## src/design/maximal_square_binary_image_defines.svh

```systemverilog
// Assertion macros shared by the maximal square block.
`ifndef MAXIMAL_SQUARE_BINARY_IMAGE_DEFINES_SVH
`define MAXIMAL_SQUARE_BINARY_IMAGE_DEFINES_SVH

// The consequent must hold in the same cycle as the antecedent.
`define MSQ_ASSERT_IMPLY(lbl, clk, rst, ante, cons) \
   lbl: assert property (@(posedge clk) disable iff (rst) (ante) |-> (cons)) \
      else $error("assertion failed");

// The consequent must hold in the cycle after the antecedent.
`define MSQ_ASSERT_NEXT(lbl, clk, rst, ante, cons) \
   lbl: assert property (@(posedge clk) disable iff (rst) (ante) |=> (cons)) \
      else $error("assertion failed");

`endif

```

## src/design/msq_pkg.sv

```systemverilog
`default_nettype none
package msq_pkg;

   localparam int SIDE_W      = 11;
   localparam int AREA_W      = 21;
   localparam int CFG_W       = 11;
   localparam int MAX_COLS_DEF = 1024;

   localparam logic [CFG_W-1:0]  WIDTH_RESET = 11'd1024;
   localparam logic [SIDE_W-1:0] RUN_LIMIT   = 11'd2047;

   typedef struct packed {
      logic pixel;
      logic frame_end;
   } msq_req_type;

   typedef struct packed {
      logic [SIDE_W-1:0] best_side;
      logic [AREA_W-1:0] best_area;
   } msq_rsp_type;

   // One column entry of the line store.
   typedef struct packed {
      logic [SIDE_W-1:0] side;
      logic [SIDE_W-1:0] up_run;
   } msq_line_type;

   typedef struct packed {
      logic              pixel;
      logic [SIDE_W-1:0] left;
      logic [SIDE_W-1:0] up;
      logic [SIDE_W-1:0] diag;
      logic [SIDE_W-1:0] best;
   } msq_cell_in_type;

   typedef struct packed {
      logic [SIDE_W-1:0] side;
      logic [SIDE_W-1:0] new_up;
      logic [SIDE_W-1:0] new_left;
      logic [SIDE_W-1:0] best;
   } msq_cell_out_type;

endpackage
`default_nettype wire

```

## src/design/msq_out_stage.sv

```systemverilog
`default_nettype none
`include "maximal_square_binary_image_defines.svh"
module msq_out_stage
   import msq_pkg::*;
(
   input  wire logic              clock,
   input  wire logic              reset,
   input  wire logic              push,
   input  wire logic [SIDE_W-1:0] push_side,
   output logic                   ready,
   output logic                   rsp_valid,
   input  wire logic              rsp_stall,
   output msq_rsp_type            rsp_data
);

   logic              mid_valid_ff, mid_valid_in;
   logic [SIDE_W-1:0] mid_side_ff;
   logic              rsp_valid_ff, rsp_valid_in;
   msq_rsp_type       rsp_data_ff;
   logic              out_free;
   logic [2*SIDE_W-1:0] area_full;

   assign out_free = !rsp_valid_ff || !rsp_stall;
   assign ready    = !mid_valid_ff || out_free;
   assign area_full = {{SIDE_W{1'b0}}, mid_side_ff} * {{SIDE_W{1'b0}}, mid_side_ff};

   always_comb begin
      mid_valid_in = mid_valid_ff;
      if (push) begin
         mid_valid_in = 1'b1;
      end else if (out_free) begin
         mid_valid_in = 1'b0;
      end
      rsp_valid_in = out_free ? mid_valid_ff : rsp_valid_ff;
   end

   always_ff @(posedge clock) begin
      if (reset) begin
         mid_valid_ff <= 1'b0;
         rsp_valid_ff <= 1'b0;
      end else begin
         mid_valid_ff <= mid_valid_in;
         rsp_valid_ff <= rsp_valid_in;
      end
   end

   always_ff @(posedge clock) begin
      if (push) begin
         mid_side_ff <= push_side;
      end
      if (out_free && mid_valid_ff) begin
         rsp_data_ff.best_side <= mid_side_ff;
         rsp_data_ff.best_area <= area_full[AREA_W-1:0];
      end
   end

   assign rsp_valid = rsp_valid_ff;
   assign rsp_data  = rsp_data_ff;

   `MSQ_ASSERT_NEXT(a_mid_holds, clock, reset, mid_valid_ff && rsp_valid_ff && rsp_stall, mid_valid_ff)
   `MSQ_ASSERT_IMPLY(a_rsp_from_mid, clock, reset, $rose(rsp_valid_ff), $past(mid_valid_ff))

endmodule
`default_nettype wire

```

## config.mk

```make
export PLATFORM = sky130hd
export DESIGN_NAME = msq_out_stage
export DESIGN_NICKNAME = d
export VERILOG_FILES = /design/src/design/msq_pkg.sv /design/src/design/msq_out_stage.sv
export VERILOG_INCLUDE_DIRS = /design/src /design/src/design
export SDC_FILE = /design/constraint.sdc
export NUM_CORES = 1
export LEC_CHECK = 0
export BUFFER_PORTS_ARGS = -buffer_cell sky130_fd_sc_hd__buf_4
export CAP_MARGIN = 20
export CORE_MARGIN = 3
export CORE_UTILIZATION = 65
export CTS_CLUSTER_SIZE = 16
export DETAILED_ROUTE_END_ITERATION = 10
export PLACE_DENSITY = 0.87
export SLEW_MARGIN = 20
export SYNTH_ARGS = -nofsm -noshare
export SYNTH_HDL_FRONTEND = slang
export SYNTH_SLANG_ARGS = --single-unit
```

## constraint.sdc

```tcl
create_clock -name clock -period 8.3 [get_ports clock]
set_input_delay 0.415 -clock clock [delete_from_list [all_inputs] [get_ports clock]]
set_output_delay 0.415 -clock clock [all_outputs]
set_load 0.05 [all_outputs]
```

==> flow_metrics.env <==
export IMPL_yosys_warnings=0
export IMPL_overflow=0
export IMPL_cts_path_max_buffers=2
export IMPL_areaGrowthSynthToFinish_pct=11.9
export IMPL_netlist_cell_type_count=49
export IMPL_start_util=0.683
export IMPL_postSynthAreaPerCell_um2=10.4
export IMPL_first_global_vias=3415
export IMPL_rsz0062_at_grt="false"
export IMPL_crit_fanout=11
export IMPL_worst_path_buf_inv=5
export IMPL_grt_first_pass_wirelength_um=15400
export IMPL_die_y_um=91.2
export IMPL_hold_path_class="in -> reg"
export IMPL_end_kind="register"
export IMPL_crit_required_ns=8.36
export IMPL_synth_fa_ha_area_frac=0.400
export IMPL_cts_setup_buffers=0
export IMPL_antenna_found_initial=0
export IMPL_core_area_um2=6910
export IMPL_antenna_cells=0
export IMPL_cts_resized=0
export IMPL_htree_levels=2
export IMPL_dieWidth_um=91.2
export IMPL_postRouteAntennaNets=0
export IMPL_max_slew_margin=0.627
export IMPL_cp_data_arrival_time_ns=5.72
export IMPL_place_detailed_hpwl_um=7340
export IMPL_drtIter0Drc=198
export IMPL_grt_usage=0.230
export IMPL_clk_pin_slew_ns=0.09
export IMPL_numCtsBuffers=5
export IMPL_fp_dieArea_um2=8310
export IMPL_hold_viol=0
export IMPL_r2r_slack_ns=2.64
export IMPL_reg2reg_depth=17
export IMPL_syn_cell_area_um2=4720
export IMPL_place_ws_ns=2.71
export IMPL_clkSinkCount=43
export IMPL_period_minus_slack_ns=5.66
export IMPL_routed_via_density=5.58
export IMPL_insertion_delay_ns=0.30
export IMPL_cpPeakStageDelay_ns=0.58
export IMPL_setup_ws_ns=2.64
export IMPL_fin_nets=624
export IMPL_rows=30
export IMPL_critical_path_class="reg -> reg"
export IMPL_numPortBuffers=47
export IMPL_setup_viol=0
export IMPL_placed_cell_area_um2=5140
export IMPL_root_buffer="clkbuf_8"
export IMPL_finClkSkew_ns=0.00570
export IMPL_vias=3306
export IMPL_synth_area_mux_share=0.00478
export IMPL_crit_cells=17
export IMPL_critical_path_top_delay_family="adder cells"
export IMPL_routed_wl_um=8990
export IMPL_final_max_slew_violation_count=0
export IMPL_r2r_end="rsp_data[19]$_DFFE_PP_"
export IMPL_setup_tns_ns=0
export IMPL_syn_inst=455
export IMPL_grtUsageMet2=0.416
export IMPL_route_detailed_drc=0
export IMPL_hp_start="reset"
export IMPL_synthSimpleGateAreaFrac=0.111
export IMPL_cpMaxStageDelayCell="edfxtp_1"
export IMPL_synth_seq_cells=43
export IMPL_outcome="finished, final reports clean"
export IMPL_drive_gt1_frac=0.135
export IMPL_synth_xor_area_share=0.0409
export IMPL_routabilityCongestion=0.850
export IMPL_boundaryPins=49
export IMPL_synth_compound_area_frac=0.0764
export IMPL_max_freq_ghz=0.177
export IMPL_holdBufCountCts=0
export IMPL_drv_cap=0
export IMPL_synth_edf_count=41
export IMPL_grt_busiest_layer="met2"
export IMPL_synthFlopType="edfxtp_1"
export IMPL_fin_area_um2=5280
export IMPL_cp_start_kind="register"
export IMPL_rr_startpoint="mid_side_ff[6]$_DFFE_PP_"
export IMPL_postSynthNetCount=583
export IMPL_grtUsageMet1=0.275
export IMPL_synthArstFlopShare=0
export IMPL_wl_per_cell_um=15.2
export IMPL_worstHoldPathCells=2
export IMPL_worstPathCellList="inv_1, nor2_1, fa_1, inv_1, fa_1, inv_1, fa_1, fa_1, inv_1, fa_1, inv_1, ha_1, a21oi_1, o21ai_0, a2111oi_4, nor2_2, o311a_1"
export IMPL_grt_max_degree=31
export IMPL_hold_end="rsp_valid$_SDFFE_PP0N_"
export IMPL_grtUsageMet3=0.0298
export IMPL_tightest_slew_ns=0.558
export IMPL_yosysSeqAreaShare=0.270
export IMPL_firstDrtPassIters=4
export IMPL_tritoncts="done"
export IMPL_post_route_period_util=0.682
export IMPL_synth_top_family_by_area="adder cells"
==> flip-flops by register name, indices dropped and copies added, names as in the netlist <==
signal and count:
mid_side_ff 11, rsp_data 30, rsp_valid 1, mid_valid_ff 1
==> metrics by stage <==
stage | std cells | util | hold WS [ns]
2_1_floorplan | 455 | - | 0.424
3_3_place_gp | 584 | 0.744 | 0.475
3_5_place_dp | 584 | 0.744 | 0.490
4_1_cts | 592 | 0.760 | 0.263
5_1_grt | 593 | 0.764 | 0.269
6_report | 593 | 0.764 | 0.269
==> layout make-up <==
type	instances	area [um2]
Clock buffer	5	68.8
Clock inverter	3	43.8
Fill cell	477	1630
Inverter	104	390
Multi-Input combinational cell	294	3000
Sequential cell	43	1270
Tap cell	96	120
Timing Repair Buffer	48	380
==> worst max-delay path by stage <==
stage	end	slack, ns	from
floorplan	rsp_data[19]$_DFFE_PP_	3.08	mid_side_ff[7]$_DFFE_PP_
global placement	rsp_data[19]$_DFFE_PP_	2.90	mid_side_ff[6]$_DFFE_PP_
detailed placement	rsp_data[19]$_DFFE_PP_	2.71	mid_side_ff[6]$_DFFE_PP_
CTS	rsp_data[19]$_DFFE_PP_	2.68	mid_side_ff[6]$_DFFE_PP_
global route	rsp_data[14]$_DFFE_PP_	2.48	mid_side_ff[2]$_DFFE_PP_
finish	rsp_data[19]$_DFFE_PP_	2.64	mid_side_ff[6]$_DFFE_PP_
==> placed cells by master, fill, tap and decap left out, types with 2 or more instances in the layout <==
cell,n
dfxtp_1,2
o21bai_1,2
nand3_1,3
ha_1,50
and2_1,27
fa_1,63
nor2b_1,5
nand2_1,37
a21o_1,2
a21boi_0,2
nor2_1,17
edfxtp_1,41
o21ai_0,12
clkbuf_8,5
a211oi_1,3
buf_4,47
nor3_1,2
inv_1,104
o211ai_1,4
mux2_2,2
or3_2,2
a21oi_1,14
xor2_1,7
xnor2_1,15
==> routing by layer <==
metal  up-vias  wire length, um
met3        27              383
met5         -                0
met4         0              279
met2        99             5000
met1      1655             3330
li1       1525                -
==> synth_stat cells (3+ instances only) <==
cell type / number / area [um2]
a211oi_1: 3 / 22.5
a21boi_0: 3 / 22.5
a21oi_1: 14 / 70.1
and2_1: 27 / 169
clkbuf_1: 10 / 37.5
edfxtp_1: 41 / 1230
fa_1: 63 / 1260
ha_1: 50 / 626
inv_1: 104 / 390
nand2_1: 37 / 139
nand3_1: 3 / 15.0
nor2_1: 17 / 63.8
nor2b_1: 5 / 31.3
o211ai_1: 4 / 30.0
o21ai_0: 12 / 60.1
xnor2_1: 15 / 131
xor2_1: 7 / 61.3
==> cells by family (layout without fill, tap and decap cells) <==
kind of cell,count (synthesis),in the layout
and+or+nand+nor,104,104
buffers and inverters,118,160
muxes,2,2
xor gates and xnor gates,22,22
DFF,43,43
other,1,1
adders and majority gates,113,113
AOI/OAI and AO/OA,52,52
Power is not shown: default switching activity piles up to over one toggle a cycle in this logic, so the estimate is an artifact.
