**src/design/maximal_square_binary_image_defines.svh**
```systemverilog
// Assertion macros shared by the maximal square block.
`ifndef MAXIMAL_SQUARE_BINARY_IMAGE_DEFINES_SVH
`define MAXIMAL_SQUARE_BINARY_IMAGE_DEFINES_SVH

// The consequent must hold in the same cycle as the antecedent.
`define MSQ_ASSERT_IMPLY(lbl, clk, rst, ante, cons) \
   lbl: assert property (@(posedge clk) disable iff (rst) (ante) |-> (cons)) \
      else $error("assertion failed");

// The consequent must hold in the cycle after the antecedent.
`define MSQ_ASSERT_NEXT(lbl, clk, rst, ante, cons) \
   lbl: assert property (@(posedge clk) disable iff (rst) (ante) |=> (cons)) \
      else $error("assertion failed");

`endif

```
**src/design/msq_pkg.sv**
```systemverilog
`default_nettype none
package msq_pkg;

   localparam int SIDE_W      = 11;
   localparam int AREA_W      = 21;
   localparam int CFG_W       = 11;
   localparam int MAX_COLS_DEF = 1024;

   localparam logic [CFG_W-1:0]  WIDTH_RESET = 11'd1024;
   localparam logic [SIDE_W-1:0] RUN_LIMIT   = 11'd2047;

   typedef struct packed {
      logic pixel;
      logic frame_end;
   } msq_req_type;

   typedef struct packed {
      logic [SIDE_W-1:0] best_side;
      logic [AREA_W-1:0] best_area;
   } msq_rsp_type;

   // One column entry of the line store.
   typedef struct packed {
      logic [SIDE_W-1:0] side;
      logic [SIDE_W-1:0] up_run;
   } msq_line_type;

   typedef struct packed {
      logic              pixel;
      logic [SIDE_W-1:0] left;
      logic [SIDE_W-1:0] up;
      logic [SIDE_W-1:0] diag;
      logic [SIDE_W-1:0] best;
   } msq_cell_in_type;

   typedef struct packed {
      logic [SIDE_W-1:0] side;
      logic [SIDE_W-1:0] new_up;
      logic [SIDE_W-1:0] new_left;
      logic [SIDE_W-1:0] best;
   } msq_cell_out_type;

endpackage
`default_nettype wire

```
**src/design/msq_dp_cell.sv**
```systemverilog
`default_nettype none
module msq_dp_cell
   import msq_pkg::*;
(
   input  wire msq_cell_in_type  cell_in,
   output msq_cell_out_type      cell_out
);

   logic [SIDE_W-1:0] min_lu;
   logic [SIDE_W-1:0] min_all;
   logic [SIDE_W:0]   side_sum;
   logic [SIDE_W-1:0] side;

   always_comb begin
      min_lu   = (cell_in.left < cell_in.up) ? cell_in.left : cell_in.up;
      min_all  = (cell_in.diag < min_lu) ? cell_in.diag : min_lu;
      side_sum = {1'b0, min_all} + {{SIDE_W{1'b0}}, 1'b1};
      side     = cell_in.pixel ? side_sum[SIDE_W-1:0] : '0;

      cell_out.side = side;
      if (cell_in.pixel) begin
         cell_out.new_up   = (cell_in.up >= RUN_LIMIT) ? RUN_LIMIT
                                                       : cell_in.up + SIDE_W'(1);
         cell_out.new_left = (cell_in.left >= RUN_LIMIT) ? RUN_LIMIT
                                                         : cell_in.left + SIDE_W'(1);
      end else begin
         cell_out.new_up   = '0;
         cell_out.new_left = '0;
      end
      cell_out.best = (side > cell_in.best) ? side : cell_in.best;
   end

endmodule
`default_nettype wire

```
**config.mk**
```make
export PLATFORM = sky130hd
export DESIGN_NAME = msq_dp_cell
export DESIGN_NICKNAME = d
export VERILOG_FILES = /design/src/design/maximal_square_binary_image_defines.svh /design/src/design/msq_pkg.sv /design/src/design/msq_dp_cell.sv
export SDC_FILE = /design/constraint.sdc
export NUM_CORES = 1
export LEC_CHECK = 0
export ABC_AREA = 1
export BUFFER_PORTS_ARGS = -buffer_cell sky130_fd_sc_hd__buf_2
export CAP_MARGIN = 20
export CORE_MARGIN = 2
export CORE_UTILIZATION = 55
export DETAILED_ROUTE_END_ITERATION = 12
export PLACE_DENSITY = 0.9
export SLEW_MARGIN = 5
export SYNTH_ARGS = -nofsm -noshare
export SYNTH_HDL_FRONTEND = slang
export SYNTH_SLANG_ARGS = --single-unit
```
**constraint.sdc**
```tcl
create_clock -name vclk -period 10.7
set_clock_uncertainty 0.1 [all_clocks]
set_input_delay 0.535 -clock vclk [all_inputs]
set_output_delay 0.535 -clock vclk [all_outputs]
set_load 0.05 [all_outputs]
```
==> key figures, run 1 <==
Finish
  • Fillers: 337
  • Area growth syn-to-layout: 21.7%
  • Seq cells: 0
  • Share of post-route cells with drive strength above 1: 25.9%
  • Multi-input logic area: 1770 um2
  • Antenna diodes: 0
  • Reg area: 0 um2
  • Final nets: 536
  • Final instance area: 2560 um2
  • Layout clock buffer count: 0

Drt
  • Number of DRC markers in iteration 0: 111
  • Via count: 2543
  • Vias/cell: 5.05
  • WL/cell: 11.0 um
  • WL final: 5550 um
  • Drt first pass iters: 4
  • # DRC: 0
  • Antenna-violating nets left: 0

Setup path
  • Worst setup path category: input pin to primary output
  • Critical Path AT: 5950 ps
  • Slowest CP cell: o21ai_0
  • Worst path max stage delay: 350 ps
  • Most common cell on crit path: nand2_1
  • Crit start category: input pin
  • Worst setup EP type: primary output
  • Critical Path RT: 10070 ps
  • Crit-path max FO: 21

Timing
  • Worst-margin pin slew: 554 ps
  • Final Max Slew Viols: 0
  • Relative slew slack: 62.8%
  • Min Tclk post-route: 6590 ps
  • Hold Violations, Final: 0
  • FMAX: 152 MHz
  • Setup TNS Final: 0 ps
  • Final worst-path cycle share: 61.6%
  • Final setup violation count: 0
  • RSZ-0062 raised after global routing: false

Synth
  • Post-Synthesis Cell Area: 2110 um2
  • Avg Cell Area, Syn: 5.62 um2
  • Net count of the mapped netlist: 453
  • Largest area contributor in the netlist: ha_1
  • YS warnings: 0
  • Register area share after synthesis: 0%
  • Commonest cells in the netlist: 91 x nand2_1, 73 x inv_1, 33 x ha_1, 30 x o21ai_0, 24 x a21oi_1
  • Top-area cell type share of the netlist area: 19.6%
  • Most frequent cell after synthesis: nand2_1
  • Library cells used by synthesis: 31
  • Cells after Synth: 375
  • Dominant cells by area after synthesis: ha_1 20%, nand2_1 16%, inv_1 13%

Floorplanning
  • Die H: 65.9 um
  • Io pins: 89
  • Core region area: 3660 um2
  • Row count: 22
  • Die area: 4340 um2
  • Die width: 65.9 um
  • Starting Density: 57.6%

Global routing
  • Global Route Usage Sum: 25.3%
  • Largest net degree at the start of global routing: 23
  • First-pass GRT wire length: 9140 um
  • GRT overflow: 0
  • Met2 usage: 51.1%
  • Met3 usage: 0.170%
  • Initial antenna violation count: 0
  • Number of global-route vias before repair: 2323
  • Met1 usage: 29.3%
  • Top Usage Layer GRT: met2

Power
  • Total power: 239 uW
  • Pwr dens: 93.2 nW/um2
  • VDD IR max: 44.1 uV
  • P_leak: 0.00171 uW

Placed design
  • Dpl cell area: 2560 um2
  • PortBufs: 89
  • Dpl hpwl: 4890 um
  • Gpl congestion: 0.884

Clocking
  • # hold bufs at CTS: 0
  • Cells resized by post-CTS repair: 0
  • Postcts setup bufs: 0

Run
  • Max-Cap Viols: 0

Hold path
  • Hold crit path type: input pin to primary output

Outcome
  • Outcome: complete, no violations
==> final timing paths <==
check	start	to	slack [ps]	cells past startpoint
setup / recovery	cell_in[28]	cell_out[9]	4110	32
hold / removal	cell_in[9]	cell_out[9]	1370	4
==> cells by family after synthesis <==
family	after synthesis	share of synthesized area [%]
adder cells (fa/ha/maj)	33	19.6
AND/OR/NAND/NOR	182	43.3
XOR/XNOR	14	5.82
AO/OA/AOI/OAI	62	15.4
buffers and inverters	84	15.9
==> area by class of cell <==
cell class | count | share of cell area, %
Multi-Input combinational cell | 291 | 69.2
Timing Repair Buffer | 89 | 17.4
Inverter | 76 | 11.1
Tap cell | 48 | 2.34
==> metrics by stage <==
step           worst slack, ps  hold slack, ps  util [%]  instances
2_1_floorplan             3360            1230         -        375
3_5_place_dp              4130            1370      70.0        504
3_3_place_gp              4210            1370      70.0        504
5_1_grt                   3490            1380      70.0        504
6_report                  4110            1370      70.0        504
4_1_cts                   4120            1370      70.0        504
==> report_power, final <==
part	internal, uW	leakage, uW	switching [uW]
combinational	65.3	0.00171	174
clock	0	0	0
sequential	0	0	0
==> per-layer routing <==
layer	up-vias	part of all wire (%)
li1	1375	-
met1	1074	43
met2	88	50
met3	6	6.2
met4	0	1.2
met5	-	0
==> cell usage in the layout (no fill, tap or decap) <==
cell type,synthesis,layout
ha_1,33,33
nor4_1,2,2
a31oi_1,1,1
inv_1,73,73
clkinv_1,1,1
buf_2,3,89
or3_1,1,1
o221a_2,1,1
nor2_8,1,1
a211oi_1,1,1
o21a_1,1,1
nand3_4,2,2
nand3_2,3,3
a21oi_1,24,24
and2_1,2,2
xor2_1,14,14
o21ai_0,30,30
nand4_1,13,13
nor2_1,22,22
nand2_1,91,91
o21ai_1,3,3
inv_2,2,2
a21o_1,1,1
nor3_1,7,7
nand3_1,18,18
nor2_2,2,2
nand2_4,8,8
nand2_2,10,10
==> worst max-delay path: cells and delay by family <==
kind / cells / cell delay, ps
buffers and inverters: 5 / 860
adders and majority gates: 3 / 940
and+or+nand+nor: 20 / 2690
AOI/OAI and AO/OA: 4 / 910
(Power assumes the default switching activity.)
==> run 2: changes to the inputs <==
--- a/config.mk
+++ b/config.mk
@@ -9,9 +9,9 @@
 export BUFFER_PORTS_ARGS = -buffer_cell sky130_fd_sc_hd__buf_2
 export CAP_MARGIN = 20
 export CORE_MARGIN = 2
-export CORE_UTILIZATION = 55
+export CORE_UTILIZATION = 51
 export DETAILED_ROUTE_END_ITERATION = 12
-export PLACE_DENSITY = 0.9
+export PLACE_DENSITY = 0.85
 export SLEW_MARGIN = 5
 export SYNTH_ARGS = -nofsm -noshare
 export SYNTH_HDL_FRONTEND = slang
==> constraint.sdc (replaced) <==
create_clock -name vclk -period 6.51
set_clock_uncertainty 0.1 [all_clocks]
set_input_delay 0.3255 -clock vclk [all_inputs]
set_output_delay 0.3255 -clock vclk [all_outputs]
set_load 0.05 [all_outputs]
==> key figures, run 2 (synthesis results as in run 1) <==
Finish
  • Final Core Density: 64.4% (-5.6 points)
  • Seq cells: 0 (unchanged)
  • Final instance area: 2580 um2 (+0.49%)
  • Most frequent cells in the layout: 90 x nand2_1, 89 x buf_2, 73 x inv_1, 33 x ha_1, 25 x o21ai_0
  • Antenna diodes: 0 (unchanged)
  • Area growth syn-to-layout: 22.3%
  • Reg area: 0 um2 (unchanged)
  • Layout clock buffer count: 0 (unchanged)
  • Commonest non-fill, non-tap cell in the layout: nand2_1
  • Share of post-route cells with drive strength above 1: 26.1% (+0.22 points)
  • Final nets: 536 (unchanged)
  • Multi-input logic area: 1780 um2 (+0.56%)
  • Fillers: 388 (+15%)

Setup path
  • Worst setup path category: input pin to primary output
  • Buf+Inv Stages, Crit Path: 5 (unchanged)
  • Critical Path RT: 6080 ps (-3990 ps)
  • Worst path max stage delay: 330 ps (-20 ps)
  • Crit start category: input pin
  • CP top delay family: simple AND/OR/NAND/NOR gates
  • Crit-path max FO: 21 (unchanged)
  • Crit path from: cell_in[32]
  • Slowest CP cell: ha_1
  • Most common cell on crit path: nand2_1
  • Critical Path AT: 5460 ps (-490 ps)
  • Worst setup EP type: primary output

Floorplanning
  • Starting Density: 52.7% (-4.9 points)
  • Die H: 68.3 um (+3.6%)
  • Die width: 68.3 um (+3.6%)
  • Core region area: 4000 um2 (+9.3%)
  • Io pins: 89 (unchanged)
  • Row count: 23 (+4.5%)
  • Die area: 4660 um2 (+7.4%)

Timing
  • Worst-margin pin slew: 545 ps (-9.52 ps)
  • Final setup margin: 624 ps (-3490 ps)
  • Hold Violations, Final: 0 (unchanged)
  • Relative slew slack: 63.4% (+0.58 points)
  • Final setup violation count: 0 (unchanged)
  • RSZ-0062 raised after global routing: false
  • Final worst-path cycle share: 90.4%
  • Final Max Slew Viols: 0 (unchanged)
  • FMAX: 170 MHz
  • Min Tclk post-route: 5890 ps

Drt
  • Vias/cell: 5.01 (-0.63%)
  • Number of DRC markers in iteration 0: 76 (-32%)
  • Antenna-violating nets left: 0 (unchanged)
  • # DRC: 0 (unchanged)
  • WL/cell: 10.7 um (-2.4%)
  • Drt first pass iters: 5 (+1)
  • WL final: 5440 um (-2.1%)
  • Via count: 2537 (-0.24%)

Global routing
  • GRT overflow: 0 (unchanged)
  • Initial antenna violation count: 0 (unchanged)
  • Global Route Usage Sum: 23.2% (-2.0 points)
  • Number of global-route vias before repair: 2180 (-6.2%)
  • Largest net degree at the start of global routing: 23 (unchanged)
  • First-pass GRT wire length: 8760 um (-4.1%)

Clocking
  • Postcts setup bufs: 0 (unchanged)

Placed design
  • PortBufs: 89 (unchanged)
  • Dpl cell area: 2570 um2 (about the same)
  • Place WS: 362 ps (-3770 ps)
  • Dpl hpwl: 4860 um (-0.66%)
  • Gpl congestion: 0.867 (-2.0%)

Power
  • P_leak: 0.00171 uW (+0.10%)
  • Pwr dens: 153 nW/um2 (+64%)
  • VDD IR max: 62.1 uV (+41%)

Run
  • Max-Cap Viols: 0 (unchanged)

Hold path
  • Worst hold start: cell_in[5]
  • Hold crit path type: input pin to primary output

Outcome
  • Outcome: complete, no violations
run 2: cell counts in the layout (fill, tap and decap cells not counted):
Identical to the previous run, type by type.
run 2: tightest hold or removal path: cells and delay by family:
kind	cells	cell delay (ps)
buf+inv	2	300
simple gates	2	90
run 2: repair_timing:
| item | 4_1_cts | 5_1_grt |
|---|---|---|
| setup endpoints to repair | 0 | 9 |
| hold buffers | 0 | 0 |
| resized for setup | 0 | 4 |
run 2: per-stage QoR:
step | total power (uW) | instances | setup TNS (ps) | hold slack (ps)
after floorplan | 313 | 375 | -129 | 809
after global placement | 385 | 506 | 0 | 946
after detailed placement | 393 | 506 | 0 | 949
after CTS | 394 | 506 | 0 | 950
after global routing | 435 | 506 | 0 | 982
final | 394 | 506 | 0 | 951
run 2: final timing paths:
kind	end	cells past startpoint
worst max-delay path	cell_out[8]	30
worst min-delay path	cell_out[5]	4
run 2: final cells by class:
class / count / area share (%)
well taps: 50 / 2.43
inverters: 76 / 11.1
repair buffers: 89 / 17.3
multi-input cells: 291 / 69.2
run 2: report_power, final:
part / total [uW] / switching, uW / internal (uW)
sequential: 0 / 0 / 0
combinational: 394 / 285 / 109
clock: 0 / 0 / 0
total: 394 / 285 / 109
run 2: per-layer routing:
| layer | vias to the layer above | share of wire [%] | track usage [%] | wire length, um |
|---|---|---|---|---|
| met5 | - | 0 | 0 | 0 |
| met3 | 0 | 6.1 | 0 | 330 |
| met1 | 1081 | 42 | 27.5 | 2310 |
| li1 | 1376 | - | - | - |
| met4 | 0 | 0 | 0.750 | 0 |
| met2 | 80 | 51 | 48.2 | 2800 |
